--- src/rtl/gse_pkg.sv ---
package gse_pkg;

    localparam int PIX_W     = 8;
    localparam int PIX_MAX   = 255;
    localparam int CFG_W     = 12;
    localparam int CFG_IDX_W = 1;
    localparam int COL_OUT_W = 11;
    localparam int ROW_W     = 12;

    // register indexes
    localparam logic [CFG_IDX_W-1:0] CFG_FRAME_WIDTH  = 1'b0;
    localparam logic [CFG_IDX_W-1:0] CFG_FRAME_HEIGHT = 1'b1;

    localparam logic [CFG_W-1:0] FRAME_WIDTH_RST  = 12'd640;
    localparam logic [CFG_W-1:0] FRAME_HEIGHT_RST = 12'd480;

    // BT.709 luma weights, in units of 1/WEIGHT_DEN
    localparam int WEIGHT_B_NUM = 722;
    localparam int WEIGHT_G_NUM = 7152;
    localparam int WEIGHT_R_NUM = 2126;
    localparam int WEIGHT_DEN   = 10000;

    typedef struct packed {
        logic [PIX_W-1:0] blue;
        logic [PIX_W-1:0] green;
        logic [PIX_W-1:0] red;
        logic             start_of_frame;
    } pixel_t;

    typedef struct packed {
        logic [PIX_W-1:0]     edge_value;
        logic [COL_OUT_W-1:0] out_col;
        logic [ROW_W-1:0]     out_row;
        logic                 last_of_run;
    } result_t;

    // position class of a pixel, carried down the pipe
    typedef struct packed {
        logic has_above;
        logic has_center;
        logic inner;
        logic last_col;
        logic last_row;
    } pos_flags_t;

endpackage

--- src/rtl/gse_window.sv ---
module gse_window #(
    parameter int MAX_WIDTH      = 2048,
    parameter int GRAY_FRAC_BITS = 16
) (
    input  logic                         clk,
    input  logic                         rst_n,
    input  logic                         advance,
    input  logic                         p1_valid,
    input  logic [$clog2(MAX_WIDTH)-1:0] p1_col,
    input  logic [gse_pkg::ROW_W-1:0]    p1_row,
    input  logic [gse_pkg::PIX_W+GRAY_FRAC_BITS-1:0] p1_gray,
    input  gse_pkg::pos_flags_t          p1_flags,
    input  logic [gse_pkg::PIX_W+GRAY_FRAC_BITS-1:0] top,
    input  logic [gse_pkg::PIX_W+GRAY_FRAC_BITS-1:0] mid,
    output logic                         p2_valid,
    output logic [$clog2(MAX_WIDTH)-1:0] p2_col,
    output logic [gse_pkg::ROW_W-1:0]    p2_row,
    output gse_pkg::pos_flags_t          p2_flags,
    output logic signed [gse_pkg::PIX_W+GRAY_FRAC_BITS+2:0] p2_gx,
    output logic signed [gse_pkg::PIX_W+GRAY_FRAC_BITS+2:0] p2_gy,
    output logic [gse_pkg::PIX_W+GRAY_FRAC_BITS-1:0] p2_alt,
    output logic [gse_pkg::PIX_W+GRAY_FRAC_BITS-1:0] p2_mid,
    output logic [gse_pkg::PIX_W+GRAY_FRAC_BITS-1:0] p2_gray
);

    localparam int AW = $clog2(MAX_WIDTH);
    localparam int GW = gse_pkg::PIX_W + GRAY_FRAC_BITS;
    localparam int SW = GW + 3;

    // 0..2: column c-1, 3..5: column c-2, rows r-2, r-1, r
    logic [GW-1:0]         win_reg [6];
    logic                  p2_valid_reg;
    logic [AW-1:0]         p2_col_reg;
    logic [gse_pkg::ROW_W-1:0] p2_row_reg;
    gse_pkg::pos_flags_t   p2_flags_reg;
    logic signed [SW-1:0]  p2_gx_reg;
    logic signed [SW-1:0]  p2_gy_reg;
    logic [GW-1:0]         p2_alt_reg;
    logic [GW-1:0]         p2_mid_reg;
    logic [GW-1:0]         p2_gray_reg;

    logic signed [SW-1:0]  e11, e12, e13, e21, e23, e31, e32, e33;
    logic signed [SW-1:0]  gx, gy;
    logic                  step;

    assign step = advance && p1_valid;

    assign e11 = SW'(win_reg[3]);
    assign e12 = SW'(win_reg[0]);
    assign e13 = SW'(top);
    assign e21 = SW'(win_reg[4]);
    assign e23 = SW'(mid);
    assign e31 = SW'(win_reg[5]);
    assign e32 = SW'(win_reg[2]);
    assign e33 = SW'(p1_gray);

    assign gx = (e13 - e11) + ((e23 - e21) <<< 1) + (e33 - e31);
    assign gy = (e11 + (e12 <<< 1) + e13) - (e31 + (e32 <<< 1) + e33);

    always_ff @(posedge clk or negedge rst_n)
    begin
        if (!rst_n)
        begin
            win_reg[0]   <= '0;
            win_reg[1]   <= '0;
            win_reg[2]   <= '0;
            win_reg[3]   <= '0;
            win_reg[4]   <= '0;
            win_reg[5]   <= '0;
            p2_valid_reg <= 1'b0;
        end
        else
        begin
            if (step)
            begin
                win_reg[3] <= win_reg[0];
                win_reg[4] <= win_reg[1];
                win_reg[5] <= win_reg[2];
                win_reg[0] <= top;
                win_reg[1] <= mid;
                win_reg[2] <= p1_gray;
            end
            if (advance)
                p2_valid_reg <= p1_valid;
        end
    end

    always_ff @(posedge clk)
    begin
        if (step)
        begin
            p2_col_reg   <= p1_col;
            p2_row_reg   <= p1_row;
            p2_flags_reg <= p1_flags;
            p2_gx_reg    <= gx;
            p2_gy_reg    <= gy;
            p2_alt_reg   <= win_reg[1];
            p2_mid_reg   <= mid;
            p2_gray_reg  <= p1_gray;
        end
    end

    assign p2_valid = p2_valid_reg;
    assign p2_col   = p2_col_reg;
    assign p2_row   = p2_row_reg;
    assign p2_flags = p2_flags_reg;
    assign p2_gx    = p2_gx_reg;
    assign p2_gy    = p2_gy_reg;
    assign p2_alt   = p2_alt_reg;
    assign p2_mid   = p2_mid_reg;
    assign p2_gray  = p2_gray_reg;

endmodule

--- config.mk ---
export PLATFORM = sky130hd
export DESIGN_NAME = gse_window
export DESIGN_NICKNAME = d
export VERILOG_FILES = /design/src/rtl/gse_pkg.sv /design/src/rtl/gse_window.sv
export SDC_FILE = /design/constraint.sdc
export NUM_CORES = 1
export LEC_CHECK = 0
export BUFFER_PORTS_ARGS = -buffer_cell sky130_fd_sc_hd__buf_2
export CORE_MARGIN = 1.5
export CORE_UTILIZATION = 30
export DETAILED_ROUTE_END_ITERATION = 10
export GPL_TIMING_DRIVEN = 0
export PLACE_DENSITY = 0.59
export SLEW_MARGIN = 0
export SYNTH_ARGS = -nofsm -noshare
export SYNTH_HDL_FRONTEND = slang
export SYNTH_SLANG_ARGS = --single-unit
--- constraint.sdc ---
create_clock -name clk -period 5.7 [get_ports clk]
set_input_delay 1.14 -clock clk [delete_from_list [all_inputs] [get_ports clk]]
set_output_delay 1.14 -clock clk [all_outputs]
set_load 0.01 [all_outputs]
* Yosys cells after proc, flatten, opt, wreduce, memory -nomap -nowiden *
Cells that the tools add are included.

operators by class
  $add $sub $neg = 10
  reductions and logical operators = 1

operator list
  cell                          number
  subtractor 24 x 24 -> 25 bit  3
  adder 26 x 24 -> 27 bit       2
  adder 24 x 25 -> 26 bit       2
  adder 25 x 26 -> 27 bit       1
  adder 27 x 25 -> 27 bit       1
  subtractor 27 bit             1
  logical AND 1 bit             1

word-level totals
  input bits = 104
  output and inout bits = 155
  bits in registers = 299
  word-level logic and storage cells = 30

* Logic depth before layout (Yosys ltp) *
Gate-level depths: netlist (run 1).

  depth in word-level cells = 3
  gate-level depth with buffers = 22

* Worst setup path after synthesis (run 1) *
No wires, ideal clock.

  path type = in2reg
  start = in advance
  end = reg win_reg, in the netlist e11[14]
  arrival = 6.112 ns
  stages = 5
  setup slack = -0.774 ns
  library setup time = 0.362 ns
  cells stage by stage = nand2_1 inv_1 clkbuf_1 clkbuf_1 o21ai_0

on the way
  word-level cells in the longest chain between the ends = 1

ends and longest elaborated chain
  item               RTL line          text
  start, declared    gse_window.sv:7   input logic advance,
  logical AND 1 bit  gse_window.sv:46  assign step = advance && p1_valid;
  via step           gse_window.sv:44  logic step;
  end, declared      gse_window.sv:31  logic [GW-1:0] win_reg [6];

The timed path passes the listed nets, and every way through them passes these cells.
A chain may end at the register's enable or synchronous reset.

* Worst setup path in the final report (run 1) *
  start = in p1_gray[0] (netlist name)
  end = reg p2_gx_reg[25], in the netlist p2_gx[25] (data pin)

on the way
  word-level cells in the longest chain between the ends = 2

ends and longest elaborated chain
  item                          RTL line          text
  start, declared               gse_window.sv:11  input logic [gse_pkg::PIX_W+GRAY_FRAC_BITS-1:0] p1_gray,
  subtractor 24 x 24 -> 25 bit  gse_window.sv:57  assign gx = (e13 - e11) + ((e23 - e21) <<< 1) + (e33 - e31);
  adder 27 x 25 -> 27 bit       gse_window.sv:57
  via gx[25]                    gse_window.sv:43  logic signed [SW-1:0] gx, gy;
  end signal, assigned          gse_window.sv:95  p2_gx_reg <= gx;
  end, declared                 gse_window.sv:36  logic signed [SW-1:0] p2_gx_reg;

The timed path passes the listed nets, and every way through them passes these cells.

==> results.sh, run 1 <==
export IMPL_syn_cell_area_mm2=0.01920
export IMPL_synth_most_common_cell="inv_1"
export IMPL_start_util_pct=30.38
export IMPL_crit_path_start_kind="input pin"
export IMPL_synth_compound_area_share_pct=14.09
export IMPL_synth_simple_area_share_pct=7.156
export IMPL_postRouteAntennaNets=0
export IMPL_rsz0062_at_grt="no"
export IMPL_synth_edf_count=154
export IMPL_core_mm2=0.06320
export IMPL_postSynth_asyncResetShare_pct=48.49
export IMPL_finalCriticalPeriod_ns=5.411
export IMPL_synth_top_cell_area_share_pct=24.09
export IMPL_synth_top_family_by_area="adder cells"
export IMPL_setup_viol=0
export IMPL_die_h_um=256.0
export IMPL_hp_start="win_reg[109]$_DFFE_PN0P_"
export IMPL_dr_pass1_iters=6
export IMPL_yosysWarnings=0
export IMPL_final_setup_tns_ns=0
export IMPL_synth_mux_area_share_pct=4.204
export IMPL_synth_ff_type="edfxtp_1"
export IMPL_yosys_top_cells_area="edfxtp_1 (24%), dfrtp_1 (19%), fa_1 (13%), ha_1 (8.2%), inv_1 (5.1%)"
export IMPL_synth_nets=2102
export IMPL_ios=259
export IMPL_cts_root_buf="clkbuf_16"
export IMPL_place_gp_congestion=0.8632
export IMPL_nets=2401
export IMPL_chipWidth_um=256.0
export IMPL_layout_drive_gt1_share_pct=19.86
export IMPL_ys_seq_area_share_pct=42.99
export IMPL_clock_path_buffers=3
export IMPL_drt_initial_drc_count=894
export IMPL_synthCells=1748
export IMPL_synth_distinct_cells=69
export IMPL_wl_per_cell_um=16.95
export IMPL_stdcell_count=2925
export IMPL_crit_type="in -> reg"
export IMPL_outcome="finished clean"
export IMPL_arrival_ns=5.70
export IMPL_report_final_slew_viol_count=0
export IMPL_clk_latency_ns=0.55
export IMPL_cp_required_ns=5.99
export IMPL_synthXorXnorAreaFrac_pct=4.516
export IMPL_placed_area_mm2=0.02162
export IMPL_clkSinkCount=299
export IMPL_skew_ns=0.02190
export IMPL_end_kind="flop"
export IMPL_finalCritPeriodShare_pct=94.94
export IMPL_wl_um=49590
export IMPL_reg2reg_from="e31[1]$_DFFE_PN0P_"
export IMPL_grt_pass1_vias=14240
export IMPL_hold_class="reg -> reg"
export IMPL_hold_buffers=0
export IMPL_startpoint="p1_gray[0]"
export IMPL_drc=0
export IMPL_hold_slack_ns=0.4736
export IMPL_synth_seq_cells=299
export IMPL_nFillCells=6327
export IMPL_hold_viol_final=0
export IMPL_maxSlewHeadroom_pct=34.26
export IMPL_grt_max_degree=89
export IMPL_area_growth_pct=19.49
export IMPL_grt_overflow=0
export IMPL_postLayoutCellArea_mm2=0.02294
export IMPL_fmax_ghz=0.1848
export IMPL_synth_top_cell_by_area="edfxtp_1"
export IMPL_max_slew_worst_pin_slew_ns=0.9860
export IMPL_synth_common_cells="inv_1 (260), edfxtp_1 (154), dfrtp_1 (145)"
export IMPL_reg2reg_slack_ns=0.61
export IMPL_tritoncts="done"
export IMPL_multi_input_area_mm2=0.009881
export IMPL_clkTransAtPathRegs_ns=0.06
export IMPL_vias=13940
export IMPL_antenna_found_initial=8
export IMPL_cts_buffers_inserted=37
export IMPL_area_sequential_mm2=0.008253
export IMPL_grt_pass1_wl_um=78160
export IMPL_dp_cells=2854
export IMPL_cts_htree_levels=2
export IMPL_synth_adder_area_share_pct=21.14
export IMPL_vias_per_cell=4.764
export IMPL_drv_cap=0
export IMPL_path_max_fanout=7
export IMPL_rows=92
export IMPL_die_area_mm2=0.06552
export IMPL_io_buffers=258
export IMPL_syn_area_per_cell_um2=10.98
export IMPL_dp_hpwl_um=39300
export IMPL_track_usage_pct=15.18
placed cells by master (no fill, tap or decap), drive strengths merged, types with 5 or more instances in the layout:
cell      netlist  routed
clkinv          0       8
edfxtp        154     154
nor2b          15      15
nand2b         13      13
fa            124     124
a21oi         102     102
nand3          19      19
a211oi         11      11
a21o           55      55
inv           262     264
or3             9       9
and3           11      11
o21a           19      19
dfrtp         145     145
xnor2          55      55
nor2           59      59
clkinvlp        0       5
o221ai          5       5
o211ai         13      13
and2            6       6
clkbuf         35      82
buf             5     267
a31oi          13      13
mux2           69      69
nand2         137     137
o21ai         138     138
o21bai         14      14
xor2           44      44
o31ai           7       7
nand4           9       9
nor3           11      11
ha            126     126
path summary, 6_finish.rpt:
kind | to | cells after the start
max | p2_gx[25]$_DFFE_PP_ | 23
min | p2_alt[13]$_DFFE_PP_ | 0
max reg2reg | p2_gx[25]$_DFFE_PP_ | 19
min reg2reg | p2_alt[13]$_DFFE_PP_ | 0
max in group asynchronous | e11[6]$_DFFE_PN0P_ | 2
min in group asynchronous | e21[19]$_DFFE_PN0P_ | 1
timing repair:
action	4_1_cts	5_1_grt
endpoints found under the setup margin	1	6
resized for setup	1	13
setup buffers	0	2
pin swaps	0	3
layer usage:
metal  share of wire [%]  global-route usage (%)
met5                0.12                       0
met4                 2.3                   4.389
met3                 6.3                   3.694
met2                  49                   26.04
met1                  42                   18.88
metrics by stage:
stage | setup slack, ns | util [%]
after floorplan | 0.4576 | -
after global placement | -0.5933 | 34.10
after detailed placement | -0.6200 | 34.21
after CTS | 0.05414 | 36.18
after global routing | 0.03026 | 36.29
final | 0.2886 | 36.30
cells by family after synthesis:
family	count (synthesis)
AND/OR/NAND/NOR	301
adder cells (fa/ha/maj)	250
AO/OA/AOI/OAI	425
XOR/XNOR	99
flip-flops	299
buffers and inverters	302
multiplexers	72
worst max-delay path: stages:
cell      delay, ns
buf_2          0.11
inv_1          0.11
ha_1           0.22
inv_1          0.06
fa_1           0.39
a21o_1         0.21
a21oi_2        0.19
nor2b_1        0.10
o21ai_2        0.24
a21oi_1        0.23
o22ai_1        0.20
xor2_1         0.27
fa_1           0.46
inv_1          0.07
ha_1           0.22
clkbuf_1       0.18
a21oi_1        0.17
o21ai_0        0.09
a31oi_1        0.25
o41ai_4        0.17
o221ai_2       0.27
o21ai_1        0.15
xor2_1         0.20
final cells by class:
class,count,share of cell area (%)
buffer,38,0.6708
clock inverter,18,0.8672
antenna,4,0.04363
tap,846,4.614
clock buffer,49,4.510
timing repair buffer,262,5.961
multi-input combinational,1147,43.07
inverter,262,4.287
sequential,299,35.97
Power of run 1 is left out: the tool's default activity adds up to more than one toggle a clock period on the data nets, which glitch-free logic cannot reach.
==> inputs of run 2 (changes only) <==
==> constraint.sdc (replaced) <==
create_clock -name clk -period 5.2 [get_ports clk]
set_input_delay 0.26 -clock clk [delete_from_list [all_inputs] [get_ports clk]]
set_output_delay 0.26 -clock clk [all_outputs]
set_load 0.01 [all_outputs]
==> run 2 against run 1 <==
Compared with the run above: flip-flop and latch count unchanged; via count increased by 2.2%; core utilization increased by 1.4 points; worst hold slack got worse by 0.45 ns; register-to-register slack got worse by 0.34 ns; cell count increased by 2.9%; critical path depth decreased by 1; final area increased by 4.0%; sequential share of layout area decreased by 1.4 points; worst setup slack got worse by 0.035 ns; clock-buffer cell count unchanged.
==> results.sh, run 2 (synthesized netlist as in run 1, its figures left out) <==
export IMPL_outcome="finished clean"
export IMPL_wl_um=50320
export IMPL_tritoncts="done"
export IMPL_dp_hpwl_um=39300
export IMPL_mostFrequentLayoutCell="inv_1"
export IMPL_area_sequential_mm2=0.008253
export IMPL_grtUsageMet3_pct=3.456
export IMPL_power_mw=18.18
export IMPL_cp_required_ns=5.49
export IMPL_slowest_stage="fa_1"
export IMPL_crit_type="in -> reg"
export IMPL_reg2reg_from="e21[0]$_DFFE_PN0P_"
export IMPL_hold_class="in -> reg"
export IMPL_core_mm2=0.06320
export IMPL_clock_path_buffers=3
export IMPL_crit_path_start_kind="input pin"
export IMPL_clkSinkCount=299
export IMPL_antenna_found_initial=6
export IMPL_hold_viol_final=0
export IMPL_cts_htree_levels=2
export IMPL_vias_per_cell=4.734
export IMPL_arrival_ns=5.24
export IMPL_p_seq_share_pct=20.6
export IMPL_rsz0062_at_grt="yes"
export IMPL_grt_pass1_vias=14570
export IMPL_ir_drop_mv=0.5276
export IMPL_reg2reg_slack_ns=0.27
export IMPL_setup_viol=0
export IMPL_chipWidth_um=256.0
export IMPL_finalCriticalPeriod_ns=4.946
export IMPL_drt_initial_drc_count=854
export IMPL_layout_common_cells="inv_1 (260), buf_2 (257), edfxtp_1 (154)"
export IMPL_layout_drive_gt1_share_pct=19.48
export IMPL_met2_usage_pct=26.53
export IMPL_track_usage_pct=15.40
export IMPL_cts_buffers_inserted=37
export IMPL_postRouteAntennaNets=0
export IMPL_vias=14240
export IMPL_cellLeakagePower_nw=10.63
export IMPL_finalCritPeriodShare_pct=95.12
export IMPL_nFillCells=6244
export IMPL_clkTransAtPathRegs_ns=0.06
export IMPL_die_area_mm2=0.06552
export IMPL_wl_per_cell_um=16.72
export IMPL_cp_num_buf_inv=5
export IMPL_path_max_fanout=10
export IMPL_swShare_pct=45.80
export IMPL_drv_cap=0
export IMPL_final_setup_tns_ns=0
export IMPL_dr_pass1_iters=6
export IMPL_grt_max_degree=89
export IMPL_grt_pass1_wl_um=79410
export IMPL_endpoint="p2_gx[25]$_DFFE_PP_"
export IMPL_multi_input_area_mm2=0.009933
export IMPL_clkPwrFrac_pct=14.5
export IMPL_report_final_slew_viol_count=0
export IMPL_cts_root_buf="clkbuf_16"
export IMPL_end_kind="flop"
export IMPL_rows=92
export IMPL_internal_power_mw=9.854
export IMPL_area_growth_pct=24.22
export IMPL_grtUsageMet1_pct=19.27
export IMPL_start_util_pct=30.38
export IMPL_startpoint="mid[0]"
export IMPL_ios=259
export IMPL_die_h_um=256.0
export IMPL_reg2reg_to="p2_gx[25]$_DFFE_PP_"
export IMPL_slowest_delay_ns=0.53
export IMPL_r2r_cells=19
export IMPL_top_usage_layer="met2"
export IMPL_drc=0
export IMPL_max_slew_worst_pin_slew_ns=0.9980
export IMPL_grt_overflow=0
export IMPL_place_gp_congestion=0.8632
export IMPL_setup_ws_ns=0.2540
export IMPL_fmax_ghz=0.2022
export IMPL_p_per_area_mw_per_mm2=762.4
export IMPL_path_depth=22
export IMPL_comb_power_share_pct=64.8
export IMPL_io_buffers=258
export IMPL_maxSlewHeadroom_pct=33.47
export IMPL_clk_latency_ns=0.55
export IMPL_power_switching_mw=8.327
export IMPL_nets=2487
export IMPL_preCtsSetupSlack_ns=-0.2400
export IMPL_cp_top_family="compound AO/OA/AOI/OAI gates"
export IMPL_path_cells="dlygate4sd3_1 -> buf_2 -> inv_1 -> ha_1 -> fa_1 -> nor2b_1 -> o21ai_1 -> a21oi_2 -> o211ai_1 -> a31oi_1 -> or3_1 -> nand2_1 -> fa_1 -> inv_1 -> ha_1 -> clkbuf_2 -> and3_1 -> a31oi_1 -> o41ai_4 -> o221ai_2 -> o21ai_1 -> xor2_1"
export IMPL_skew_ns=0.02178
[run 2: cell count changes in the layout (fill, tap and decap cells not counted), moves of 2 or more]
cell	previous run	this run
dlygate4sd3_1	0	84
buf_4	2	5
o31ai_2	3	0
o31ai_4	0	3
diode_2	4	2
ha_1	126	124
ha_2	0	2
[run 2: how the worst min path moves through the flow]
stage | start | slack [ns] | depth (start not counted) | to
after global routing | p1_gray[18] | 0.01 | 1 | p2_gray[18]$_DFFE_PP_
final | p1_gray[18] | 0.02 | 1 | p2_gray[18]$_DFFE_PP_
after detailed placement | rst_n | 0.29 | 1 | e21[21]$_DFFE_PN0P_
after CTS | p1_gray[18] | 0.005 | 1 | p2_gray[18]$_DFFE_PP_
after floorplan | rst_n | -0.04 | 0 | e11[0]$_DFFE_PN0P_
after global placement | p1_col[1] | 0.44 | 1 | p2_col[1]$_DFFE_PP_
[run 2: layout make-up]
class	count	area share, %
Inverter	262	4.124
Multi-Input combinational cell	1147	41.65
Clock inverter	18	0.8342
Tap cell	846	4.439
Antenna cell	2	0.02099
Clock buffer	49	4.339
Buffer	37	0.6296
Sequential cell	299	34.61
Timing Repair Buffer	349	9.355
[run 2: power groups by stage]
| stage | Clock, mW | Sequential (mW) | Combinational, mW |
|---|---|---|---|
| after floorplan | 0 | 3.92 | 8.21 |
| after global placement | 0 | 3.80 | 11.5 |
| after detailed placement | 0 | 3.80 | 11.6 |
| after CTS | 2.73 | 3.76 | 11.8 |
| after global routing | 2.82 | 3.81 | 13.3 |
| final | 2.64 | 3.75 | 11.8 |
[run 2: layer usage]
| layer | vias up | share of wire [%] | wire [um] |
|---|---|---|---|
| met5 | - | 0.089 | 45 |
| met4 | 6 | 2.4 | 1214 |
| met3 | 77 | 6.1 | 3048 |
| met2 | 353 | 49 | 24740 |
| met1 | 7010 | 42 | 21260 |
| li1 | 6798 | - | - |
[run 2: timing repair]
item	in CTS	in global routing
hold buffers	84	0
pin swaps	0	5
endpoints found under the setup margin	4	8
setup buffers	0	5
resized for setup	3	20
endpoints found under the hold margin	162	0
[run 2: per-stage QoR]
step / std cells / hold slack, ns / instance area [um^2] / utilization [%]
2_1_floorplan: 1748 / -0.03559 / 19200 / -
3_3_place_gp: 2852 / 0.4364 / 21550 / 34.10
3_5_place_dp: 2854 / 0.2870 / 21620 / 34.21
4_1_cts: 3005 / 0.005210 / 23710 / 37.52
5_1_grt: 3008 / 0.01067 / 23850 / 37.73
6_report: 3009 / 0.02189 / 23850 / 37.74
Note: power is estimated with default switching activity, not from simulation.
==> inputs of run 3 (changes only) <==
--- a/config.mk
+++ b/config.mk
@@ -7,10 +7,10 @@
 export LEC_CHECK = 0
 export BUFFER_PORTS_ARGS = -buffer_cell sky130_fd_sc_hd__buf_2
 export CORE_MARGIN = 1.5
-export CORE_UTILIZATION = 30
+export CORE_UTILIZATION = 29
 export DETAILED_ROUTE_END_ITERATION = 10
 export GPL_TIMING_DRIVEN = 0
-export PLACE_DENSITY = 0.59
+export PLACE_DENSITY = 0.58
 export SLEW_MARGIN = 0
 export SYNTH_ARGS = -nofsm -noshare
 export SYNTH_HDL_FRONTEND = slang
==> constraint.sdc (replaced) <==
create_clock -name clk -period 6.2 [get_ports clk]
set_input_delay 0.31 -clock clk [delete_from_list [all_inputs] [get_ports clk]]
set_output_delay 0.31 -clock clk [all_outputs]
set_load 0.01 [all_outputs]
==> run 3 against run 2 <==
Compared with the run above: register-to-register slack improved by 0.41 ns; clock power is 9.5% lower; core utilization down 1.7 points; largest cell class unchanged; critical endpoint is now p2_gx[23]$_DFFE_PP_; cell count barely moved; sequential power decreased by 16%; highest routed layer unchanged.
==> results.sh, run 3 (synthesized netlist as in run 1, its figures left out) <==
export IMPL_fmax_ghz=0.1793
export IMPL_grt_pass1_wl_um=78930
export IMPL_hold_viol_final=0
export IMPL_finalCritPeriodShare_pct=89.95
export IMPL_cp_required_ns=6.55
export IMPL_die_h_um=260.3
export IMPL_final_core_util_pct=36.01
export IMPL_nets=2464
export IMPL_io_buffers=258
export IMPL_die_area_mm2=0.06775
export IMPL_core_mm2=0.06563
export IMPL_clkTransAtPathRegs_ns=0.06
export IMPL_track_usage_pct=15.02
export IMPL_drv_cap=0
export IMPL_antenna_found_initial=9
export IMPL_max_slew_worst_pin_slew_ns=1.011
export IMPL_clk_latency_ns=0.57
export IMPL_dr_pass1_iters=5
export IMPL_vias=14190
export IMPL_mostFrequentLayoutCell="inv_1"
export IMPL_wl_um=51290
export IMPL_ir_drop_mv=0.4449
export IMPL_area_growth_pct=23.09
export IMPL_rsz0062_at_grt="no"
export IMPL_grt_overflow=0
export IMPL_hold_class="in -> reg"
export IMPL_skew_ns=0.02863
export IMPL_p_per_area_mw_per_mm2=646.6
export IMPL_report_final_slew_viol_count=0
export IMPL_dp_cells=2873
export IMPL_clock_path_buffers=3
export IMPL_tritoncts="done"
export IMPL_layout_common_cells="inv_1 (260), buf_2 (257), edfxtp_1 (154)"
export IMPL_cts_buffers_inserted=39
export IMPL_chipWidth_um=260.3
export IMPL_cts_htree_levels=2
export IMPL_cellLeakagePower_nw=10.55
export IMPL_postRouteAntennaNets=0
export IMPL_ios=259
export IMPL_maxSlewHeadroom_pct=32.58
export IMPL_setup_viol=0
export IMPL_layout_drive_gt1_share_pct=18.79
export IMPL_end_kind="flop"
export IMPL_cts_resized=0
export IMPL_nFillCells=6565
export IMPL_rows=94
export IMPL_grt_pass1_vias=14300
export IMPL_place_gp_congestion=0.8656
export IMPL_drc=0
export IMPL_vias_per_cell=4.716
export IMPL_crit_type="in -> reg"
export IMPL_cts_root_buf="clkbuf_16"
export IMPL_drt_initial_drc_count=844
export IMPL_crit_path_start_kind="input pin"
export IMPL_start_util_pct=29.25
export IMPL_stdcell_count=3008
export IMPL_wl_per_cell_um=17.05
export IMPL_dp_hpwl_um=39980
export IMPL_clkSinkCount=299
export IMPL_arrival_ns=5.93
export IMPL_grt_max_degree=81
export IMPL_outcome="finished clean"
export IMPL_post_cts_buffers=0
export IMPL_finalCriticalPeriod_ns=5.577
export IMPL_path_max_fanout=7
export IMPL_hold_buffers=60
[run 3: cell types whose count changed in the layout (fill, tap and decap cells not counted), sizes merged]
cell	delta
dlygate4sd3	-24
bufinv	+3
inv	+1
buf	-4
clkinvlp	-4
diode	+2
clkbuf	+7
[run 3: layer usage]
layer	track usage (%)	wire length, um	up-vias	share of wire (%)
li1	-	-	6770	-
met3	3.293	2895	65	5.6
met2	25.72	25250	352	49
met1	19.20	22090	6992	43
met5	0	53	-	0.10
met4	3.709	1004	8	2.0
[run 3: where the power goes]
group	leakage (nW)	internal (mW)	switching, mW	total, mW
registers	3.20	2.97	0.174	3.15
clock network	0.657	1.47	0.919	2.39
logic	6.69	3.87	5.88	9.74
total	10.6	8.31	6.97	15.3
[run 3: worst max-delay path: stages]
cell and delay, ns:
dlygate4sd3_1 0.53, buf_2 0.13, inv_1 0.12, ha_1 0.22
inv_1 0.06, fa_1 0.40, a21o_1 0.19, a21oi_1 0.24
nor2b_1 0.11, o21ai_1 0.38, o21a_1 0.24, nor2_1 0.06
xnor2_1 0.15, fa_1 0.49, inv_1 0.04, ha_1 0.26
clkbuf_1 0.27, and3_1 0.25, o211ai_1 0.18, o41ai_2 0.53
o221ai_1 0.24, o21bai_1 0.21, xor2_1 0.30
[run 3: cell type report]
| class | instances | area, um^2 | share of cell area (%) |
|---|---|---|---|
| antenna | 4 | 10.01 | 0.04236 |
| buffer | 40 | 153.9 | 0.6512 |
| clock buffer | 53 | 1069 | 4.522 |
| clock inverter | 18 | 289.0 | 1.223 |
| inverter | 262 | 983.4 | 4.162 |
| multi-input combinational | 1147 | 9812 | 41.52 |
| sequential | 299 | 8253 | 34.92 |
| tap | 864 | 1081 | 4.575 |
| timing repair buffer | 321 | 1981 | 8.381 |
[run 3: final timing paths]
check | startpoint | to | slack [ns] | depth (start not counted)
setup / recovery | p1_gray[0] | p2_gx[23]$_DFFE_PP_ | 0.62 | 23
hold / removal | p1_gray[15] | p2_gray[15]$_DFFE_PP_ | 0.03 | 1
setup reg to reg | e31[1]$_DFFE_PN0P_ | p2_gx[26]$_DFFE_PP_ | 0.68 | 19
hold reg to reg | win_reg[119]$_DFFE_PN0P_ | p2_alt[23]$_DFFE_PP_ | 0.47 | 0
max in group asynchronous | rst_n | e32[3]$_DFFE_PN0P_ | 5.01 | 3
min in group asynchronous | rst_n | win_reg[118]$_DFFE_PN0P_ | 0.32 | 2
[run 3: stage by stage]
step	power, mW	setup WS [ns]	instance area, um^2	TNS [ns]	hold slack [ns]
4_1_cts	15.55	0.7135	23620	0	0.0006979
2_1_floorplan	10.17	0.5559	19200	0	0.01441
3_3_place_gp	12.90	-2.494	21570	-370.37	0.4570
3_5_place_dp	12.99	0.7118	21660	0	0.3745
6_report	15.28	0.6232	23630	0	0.03239
5_1_grt	16.72	0.3515	23630	0	0.01145
